$ cat src/rtl/swss_pkg.sv
// ----------------------------------------------------------------------------
// swss_pkg: stopwatch types, constants and segment decoding
// Shared definitions for the stopwatch with button control and a four-digit
// seven-segment display: payload structs, limits and the digit decoder.
// ----------------------------------------------------------------------------
package swss_pkg;

  localparam int NUM_DIGITS = 4;

  localparam logic [13:0] COUNT_MAX        = 14'd9999;
  localparam logic [13:0] TENS_LIMIT       = 14'd999;
  localparam logic [7:0]  HOLD_MAX         = 8'd255;
  localparam logic [7:0]  LONG_PRESS_RESET = 8'd150;
  localparam logic [7:0]  LONG_PRESS_MIN   = 8'd1;
  localparam logic [3:0]  BCD_NINE         = 4'd9;
  localparam logic [3:0]  DIGIT_EN_LOW     = 4'd7;
  localparam logic [3:0]  DIGIT_EN_HIGH    = 4'd15;
  localparam logic [3:0]  POINT_ONES       = 4'd4;

  typedef logic [6:0] seg_t;
  typedef logic [NUM_DIGITS-1:0][3:0] bcd_digits_t;

  typedef struct packed {
    logic button_level;
  } tick_t;

  typedef struct packed {
    logic [13:0] count_value;
    seg_t        seg_hundredths;
    seg_t        seg_tenths;
    seg_t        seg_ones;
    seg_t        seg_tens;
    logic [3:0]  digit_enable;
    logic [3:0]  point_mask;
    logic        is_running;
    logic        overflowed;
  } result_t;

  // Active-high segments, bit0 = a ... bit6 = g
  function automatic seg_t seg_decode(input logic [3:0] digit);
    seg_t code;
    case (digit)
      4'd0: code = 7'h3F;
      4'd1: code = 7'h06;
      4'd2: code = 7'h5B;
      4'd3: code = 7'h4F;
      4'd4: code = 7'h66;
      4'd5: code = 7'h6D;
      4'd6: code = 7'h7D;
      4'd7: code = 7'h07;
      4'd8: code = 7'h7F;
      4'd9: code = 7'h67;
      default: code = 7'h00;
    endcase
    return code;
  endfunction

endpackage

$ cat src/rtl/swss_if.sv
// ----------------------------------------------------------------------------
// swss_if: valid/ready channels of the stopwatch
// Tick channel into the block and result channel out of it.
// ----------------------------------------------------------------------------
interface swss_in_if;
  logic            valid;
  logic            ready;
  swss_pkg::tick_t data;

  modport source (output valid, output data, input ready);
  modport sink   (input valid, input data, output ready);
endinterface

interface swss_out_if;
  logic              valid;
  logic              ready;
  swss_pkg::result_t data;

  modport source (output valid, output data, input ready);
  modport sink   (input valid, input data, output ready);
endinterface

$ cat src/rtl/stopwatch_button_seven_segment.sv
// ----------------------------------------------------------------------------
// stopwatch_button_seven_segment: one-button stopwatch with 7-segment output
// A tick transaction accepted at one edge shows its result on the next cycle.
// Throughput: one tick per cycle, set by the single state update feeding the
// result register; a stalled result only holds the input off.
// Reset (synchronous, rst high): count zero, stopped, no overflow, button
// released, long press threshold 150, result register empty.
// ----------------------------------------------------------------------------
module stopwatch_button_seven_segment (
  input  logic       clk,
  input  logic       rst,
  input  logic       cfg_we,
  input  logic [7:0] cfg_data,
  swss_in_if.sink    ticks,
  swss_out_if.source results
);

  // Configuration: long press threshold in ticks
  logic [7:0] long_press_ticks;
  logic [7:0] thr;

  // Stopwatch state. The count is kept both in binary (for the limit
  // compares and the count output) and as BCD digits (for the display),
  // so no division is ever needed.
  logic [13:0]           count;
  logic [13:0]           count_next;
  swss_pkg::bcd_digits_t digits;
  swss_pkg::bcd_digits_t digits_next;
  logic                  run;
  logic                  run_next;
  logic                  ovf;
  logic                  ovf_next;
  logic [7:0]            hold;
  logic [7:0]            hold_next;
  logic                  long_done;
  logic                  long_done_next;
  logic                  prev_button;
  logic                  carry;

  // Result register
  logic              out_valid;
  swss_pkg::result_t result;
  swss_pkg::result_t result_next;

  logic accept;

  // Take a new tick whenever the result register is empty or being drained
  assign ticks.ready = !out_valid || results.ready;
  assign accept      = ticks.valid && ticks.ready;

  assign results.valid = out_valid;
  assign results.data  = result;

  // A zero threshold behaves as one: any press is long on its first tick
  assign thr = (long_press_ticks == '0) ? swss_pkg::LONG_PRESS_MIN : long_press_ticks;

  // Tick update: advance the count with the run flag as it stood, then
  // handle the button, all in one pass.
  always_comb begin
    count_next     = count;
    digits_next    = digits;
    run_next       = run;
    ovf_next       = ovf;
    hold_next      = hold;
    long_done_next = long_done;
    carry          = 1'b1;

    if (run) begin
      if (count < swss_pkg::COUNT_MAX) begin
        count_next = count + 14'd1;
        // Ripple the increment through the BCD digits
        for (int i = 0; i < swss_pkg::NUM_DIGITS; i++) begin
          if (carry) begin
            if (digits[i] == swss_pkg::BCD_NINE) begin
              digits_next[i] = 4'd0;
            end else begin
              digits_next[i] = digits[i] + 4'd1;
              carry          = 1'b0;
            end
          end
        end
      end else begin
        // Saturate: hold 9999, flag overflow and stop
        ovf_next = 1'b1;
        run_next = 1'b0;
      end
    end

    if (ticks.data.button_level) begin
      if (hold < swss_pkg::HOLD_MAX) begin
        hold_next = hold + 8'd1;
      end
      // Long press: clear the count and overflow and stop, once per press
      if (!long_done && (hold_next >= thr)) begin
        count_next     = '0;
        digits_next    = '0;
        run_next       = 1'b0;
        ovf_next       = 1'b0;
        long_done_next = 1'b1;
      end
    end else if (prev_button) begin
      // Release: a short press toggles run/stop, a long one leaves it stopped
      if (!long_done) begin
        run_next = !run_next;
      end
      hold_next      = '0;
      long_done_next = 1'b0;
    end
  end

  // Form the result from the updated state
  always_comb begin
    result_next.count_value    = count_next;
    result_next.seg_hundredths = swss_pkg::seg_decode(digits_next[0]);
    result_next.seg_tenths     = swss_pkg::seg_decode(digits_next[1]);
    result_next.seg_ones       = swss_pkg::seg_decode(digits_next[2]);
    result_next.seg_tens       = swss_pkg::seg_decode(digits_next[3]);
    result_next.digit_enable   = (count_next > swss_pkg::TENS_LIMIT) ?
                                 swss_pkg::DIGIT_EN_HIGH : swss_pkg::DIGIT_EN_LOW;
    result_next.point_mask     = swss_pkg::POINT_ONES;
    result_next.is_running     = run_next;
    result_next.overflowed     = ovf_next;
  end

  // Control and state registers
  always_ff @(posedge clk) begin
    if (rst) begin
      long_press_ticks <= swss_pkg::LONG_PRESS_RESET;
      count            <= '0;
      digits           <= '0;
      run              <= 1'b0;
      ovf              <= 1'b0;
      hold             <= '0;
      long_done        <= 1'b0;
      prev_button      <= 1'b0;
      out_valid        <= 1'b0;
    end else begin
      if (cfg_we) begin
        long_press_ticks <= cfg_data;
      end
      if (accept) begin
        count       <= count_next;
        digits      <= digits_next;
        run         <= run_next;
        ovf         <= ovf_next;
        hold        <= hold_next;
        long_done   <= long_done_next;
        prev_button <= ticks.data.button_level;
        out_valid   <= 1'b1;
      end else if (results.ready) begin
        // Drop the result once the sink has taken it
        out_valid <= 1'b0;
      end
    end
  end

  // Result payload: load on every accepted tick, hold otherwise
  always_ff @(posedge clk) begin
    if (accept) begin
      result <= result_next;
    end
  end

endmodule

$ cat src/flat_wrapper.sv
// flat-port wrapper written by rule: the top's interface ports become plain ports
module stopwatch_button_seven_segment_flat 
  (clk, rst, cfg_we, cfg_data, ticks_valid, ticks_data, ticks_ready, results_valid, results_data, results_ready);
  swss_in_if ticks_i ();
  swss_out_if results_i ();
  input  logic clk;
  input  logic rst;
  input  logic cfg_we;
  input  logic [7:0] cfg_data;
  input wire logic [$bits(ticks_i.valid)-1:0] ticks_valid;
  input wire logic [$bits(ticks_i.data)-1:0] ticks_data;
  output wire logic [$bits(ticks_i.ready)-1:0] ticks_ready;
  output wire logic [$bits(results_i.valid)-1:0] results_valid;
  output wire logic [$bits(results_i.data)-1:0] results_data;
  input wire logic [$bits(results_i.ready)-1:0] results_ready;
  assign ticks_i.valid = ticks_valid;
  assign ticks_i.data = ticks_data;
  assign ticks_ready = ticks_i.ready;
  assign results_valid = results_i.valid;
  assign results_data = results_i.data;
  assign results_i.ready = results_ready;
  stopwatch_button_seven_segment u_core (.clk(clk), .rst(rst), .cfg_we(cfg_we), .cfg_data(cfg_data), .ticks(ticks_i), .results(results_i));
endmodule
$ cat config.mk
export PLATFORM = sky130hd
export DESIGN_NAME = stopwatch_button_seven_segment_flat
export DESIGN_NICKNAME = d
export VERILOG_FILES = /design/src/rtl/swss_pkg.sv /design/src/rtl/swss_if.sv /design/src/rtl/stopwatch_button_seven_segment.sv /design/src/flat_wrapper.sv
export SDC_FILE = /design/constraint.sdc
export NUM_CORES = 1
export LEC_CHECK = 0
export BUFFER_PORTS_ARGS = -buffer_cell sky130_fd_sc_hd__buf_2
export CORE_ASPECT_RATIO = 0.9
export CORE_MARGIN = 2
export CORE_UTILIZATION = 49
export DETAILED_ROUTE_END_ITERATION = 7
export PLACE_DENSITY = 0.69
export SETUP_SLACK_MARGIN = 0.1
export SYNTH_ARGS = -nofsm -noshare
export SYNTH_HDL_FRONTEND = slang
export SYNTH_SLANG_ARGS = --single-unit
export TNS_END_PERCENT = 50
$ cat constraint.sdc
create_clock -name clk -period 10.4 [get_ports clk]
set_clock_uncertainty 0.05 [all_clocks]
set_input_delay 2.08 -clock clk [delete_from_list [all_inputs] [get_ports clk]]
set_output_delay 2.08 -clock clk [all_outputs]
set_load 0.05 [all_outputs]
Yosys cells after proc, flatten, opt, wreduce, memory -nomap -nowiden
Memory sizes are Yosys's and may differ from the RTL's. A register that Yosys moved wholly into a read port is not among the register bits.
Cells that the tools add are included.
Cells by class
  $add $sub $neg: 6
  magnitude comparators: 4
  equality and inequality tests: 5
  muxes and demuxes: 47
  reduce and logical (&&, ||, !) cells: 11
Operators by type and width (number)
  16-bit 2-to-1 mux: 4
  14-bit 2-to-1 mux: 4
  8-bit 2-to-1 mux: 5
  4-bit 2-to-1 mux: 8
  1-bit 2-to-1 mux: 26
  4-bit by 1-bit adder with 4-bit output (second input constant): 4
  4-bit == test (second input constant): 4
  14-bit by 1-bit adder with 14-bit output (second input constant): 1
  14-bit by 10-bit greater-than comparator with 1-bit output (second input constant): 1
  14-bit less-than comparator (second input constant): 1
  8-bit by 1-bit adder with 8-bit output (second input constant): 1
  8-bit >= comparator: 1
  8-bit zero test: 1
  8-bit less-than comparator (second input constant): 1
  2-bit nonzero test: 2
  1-bit zero test: 3
  3-bit AND reduction: 1
  1-bit logical AND: 2
  2-bit by 1-bit != test with 1-bit output (second input constant): 1
  2-bit AND reduction: 1
  1-bit logical OR: 1
Word-level totals
  register bits after elaboration: 71
  ROM bits: 448
  input bits: 14
  output and inout bits: 54
  memories: 4
Memory list
  (name not given): words 16, bits a word 7, read ports 1, clocked after Yosys merged registers in 1, write ports 0, line swss_pkg.sv:42  | case (digit)
  (name not given): words 16, bits a word 7, read ports 1, clocked after Yosys merged registers in 1, write ports 0, line swss_pkg.sv:42
  (name not given): words 16, bits a word 7, read ports 1, clocked after Yosys merged registers in 1, write ports 0, line swss_pkg.sv:42
  (name not given): words 16, bits a word 7, read ports 1, clocked after Yosys merged registers in 1, write ports 0, line swss_pkg.sv:42

Depth between registers and ports, before layout
  depth in word-level cells: 15
  mapped depth: 18
  mapped depth without buffers: 17

Worst setup path before layout
Ideal clock, no wire load.
  path kind: input port to flip-flop
  start: in results_ready
  end: reg u_core.result, in the netlist u_core.results.data[0], enable pin
  arrival time: 4.709 ns
  required time: 9.923 ns
  setup slack: 5.214 ns
  stages: 5
  cell sequence: nand2b_1 > nand2_1 > inv_1 > clkbuf_1 > clkbuf_1
Between the ends
  word-level cells in the longest chain between the ends: 2
RTL lines
  from (decl): line flat_wrapper.sv:15  | input wire logic [$bits(results_i.ready)-1:0] results_ready;
  1-bit logical OR: line stopwatch_button_seven_segment.sv:48  | assign ticks.ready = !out_valid || results.ready;
  1-bit logical AND: line stopwatch_button_seven_segment.sv:49  | assign accept = ticks.valid && ticks.ready;
  named net u_core.accept: line stopwatch_button_seven_segment.sv:45  | logic accept;
  to (signal assigned): line stopwatch_button_seven_segment.sv:160  | result <= result_next;
  to (decl): line stopwatch_button_seven_segment.sv:42  | swss_pkg::result_t result;
The timed path passes the listed nets, and every way through them passes these cells.
A chain may end at the register's enable or synchronous reset.

==> flow_summary.toml <==
[global_route]
grt-ovfl-total = 0
grt_use_met2 = 0.339
global_route.usage.met1 = 0.283
antenna_found_initial = 0
grt_pass1_vias = 4627
grt_util_met3 = 0.0441
grt.busiest_layer = "met2"
grtUsageTotal = 0.213
grt_max_degree = 69
grt_pass1_wl_um = 22500

[logic_synthesis]
synth.distinct_cells = 77
ys_ff_latch = 96
yosysTopAreaCell = "edfxtp_1"
syn_inst = 669
ys.flop_type = "dfxtp_1"
synthesis.area_um2 = 6080
synthTopCellsByCount = "nand2_1 (76), nor2_1 (52), dfxtp_1 (51)"
async_flop_share = 0
yosysSeqAreaShare = 0.390
synth_top_cell_area_share = 0.222
synth_warnings = 0
synth_edf_count = 45
yosysMostFrequentCell = "nand2_1"
synth.area.top_cells = "edfxtp_1 (22%), dfxtp_1 (17%), ha_1 (7.0%), nand2_1 (4.7%), nor2_1 (3.2%)"
avgSynthCellArea_um2 = 9.08

[pwr]
ir_drop_mv = 0.0817
total_leakage_power_nw = 2.61
total_power_mw = 0.844
power_density_nw_per_um2 = 126

[cells_and_area]
n_antenna_cell = 0
seqCellArea_um2 = 2370
final.fill_count = 1082
layout.cells.non_filler = 865
nets = 748
multi_input_area_um2 = 3330
drive_above_1_share = 0.162
final_core_util = 0.554
area_growth_pct = 10.1

[cts]
clk_pin_slew_ns = 0.07
tritoncts = "built"
post_cts_buffers = 0
root_buffer = "clkbuf_16"
holdBufCountCts = 0
clk_latency_ns = 0.36
cts_buffer_depth = 2
numCtsBuffers = 9
cts.htree.levels = 3
post_cts_resized = 0
cts.sinks = 96

[min_path]
hp-class = "flop to flop"

[floorplanning]
ios = 68
dieArea_um2 = 13300
die_w_um = 121
core_region_area_um2 = 12100
dieHeight_um = 110
start_util = 0.503
placementRows = 38

[placed_design]
io_buffers = 60
dpl.hpwl_um = 9250
gp_congestion = 0.881
placedCellCount = 849

[timing]
fmax_mhz = 199
period_share = 0.482
finalCriticalPeriod_ns = 5.01
slew_headroom = 0.389
hold_violations = 0
rsz0062_at_grt = "false"
tns_ns = 0
slew_violations = 0
tightest_slew_ns = 0.917
setup_viol = 0

[worst_setup_path]
crit_required_ns = 10.47
worstPathArrival_ns = 5.08
path_class = "flop to flop"
end_kind = "flop"
start_kind = "flop"
crit_fanout = 20

[route]
ant_nets = 0
drc = 0
drt-total-wl_um = 13900
num_vias = 5237
wire_per_inst_um = 16.1
drt_iter0_markers = 481
first_pass_iters = 6
routed_via_density = 6.05

[run]
cap_violations = 0

[status]
status = "finished, final reports clean"
-- cell type report --
| type | instances | area share |
|---|---|---|
| Clock buffer | 12 | 0.0353 |
| Clock inverter | 4 | 0.0105 |
| Inverter | 34 | 0.0191 |
| Multi-Input combinational cell | 492 | 0.498 |
| Sequential cell | 96 | 0.355 |
| Tap cell | 160 | 0.0299 |
| Timing Repair Buffer | 67 | 0.0527 |
-- layer usage --
metal	part of all wire	up-vias	routed length [um]
li1	-	2509	-
met3	0.064	32	890
met1	0.46	2487	6380
met4	0.029	0	409
met5	0	-	0
met2	0.45	209	6240
-- layout by cell type, fill, tap and decap left out, drive strengths merged, types with 5 or more instances in the layout --
cell,count
nand2,76
buf,67
nor2,52
dfxtp,51
edfxtp,45
a21oi,38
ha,34
inv,34
o21ai,33
nand3,20
a22oi,16
mux2i,15
o31ai,13
nor3,12
o22ai,12
clkbuf,12
o21a,11
mux2,11
or4,11
nand4,11
a32oi,10
nand2b,9
nor4,8
xor2,7
and3,7
conb,7
a21o,6
nor2b,6
o31a,6
xnor2,5
or3,5
o211ai,5
-- worst max-delay path, stage by stage, from the launching register on --
cell and delay, ns:
dfxtp_1 0.41, ha_1 0.20, nand2_1 0.12, nor3_1 0.68
nor2b_1 0.18, xor2_1 0.19, ha_1 0.22, or4_1 0.52
a21oi_2 0.22, o2bb2ai_2 0.07, buf_4 0.22, nand2_1 0.51
nand2_1 0.34, inv_1 0.16, ha_1 0.18, inv_1 0.06
a22oi_1 0.19, nor2_1 0.06, o21a_1 0.19
-- metrics by stage --
step           hold slack (ns)  setup WS (ns)  instance area, um^2
2_1_floorplan            0.410           5.21                 6090
3_3_place_gp             0.435           5.54                 6380
3_5_place_dp             0.438           5.43                 6380
4_1_cts                  0.453           5.41                 6690
5_1_grt                  0.487           4.91                 6690
6_report                 0.454           5.39                 6690
-- state kept, by name, summed over array words and instances (netlist names) --
name / cells
u_core.hold: 8
u_core.long_done: 1
u_core.long_press_ticks: 8
u_core.prev_button: 1
u_core.run: 1
u_core.results.valid: 1
u_core.count: 14
u_core.results.data: 45
u_core.digits: 16
u_core.ovf: 1
-- final timing paths --
kind	startpoint	to	depth (start not counted)	slack, ns
worst max-delay path	u_core.hold[0]	u_core.results.data[23]	18	5.39
worst min-delay path	u_core.digits[12]	u_core.digits[12]	2	0.45
worst max register to register	u_core.hold[0]	u_core.results.data[23]	18	5.39
worst min register to register	u_core.digits[12]	u_core.digits[12]	2	0.45
-- where the power goes --
part	internal, mW	switching, mW
logic	0.0192	0.0607
clock network	0.210	0.144
registers	0.405	0.00519
-- logic make-up (layout without fill, tap and decap cells) --
logic type	count (synthesis)	count (layout)	share of synthesized area
AND/OR/NAND/NOR	236	236	0.198
AO/OA/AOI/OAI	177	177	0.212
flip-flops	96	96	0.390
buffers and inverters	86	117	0.0653
adder cells (fa/ha/maj)	34	34	0.0700
multiplexers	26	26	0.0451
XOR/XNOR	12	12	0.0173
other	2	7	0.00124
Power figures use the tool's default switching activity.
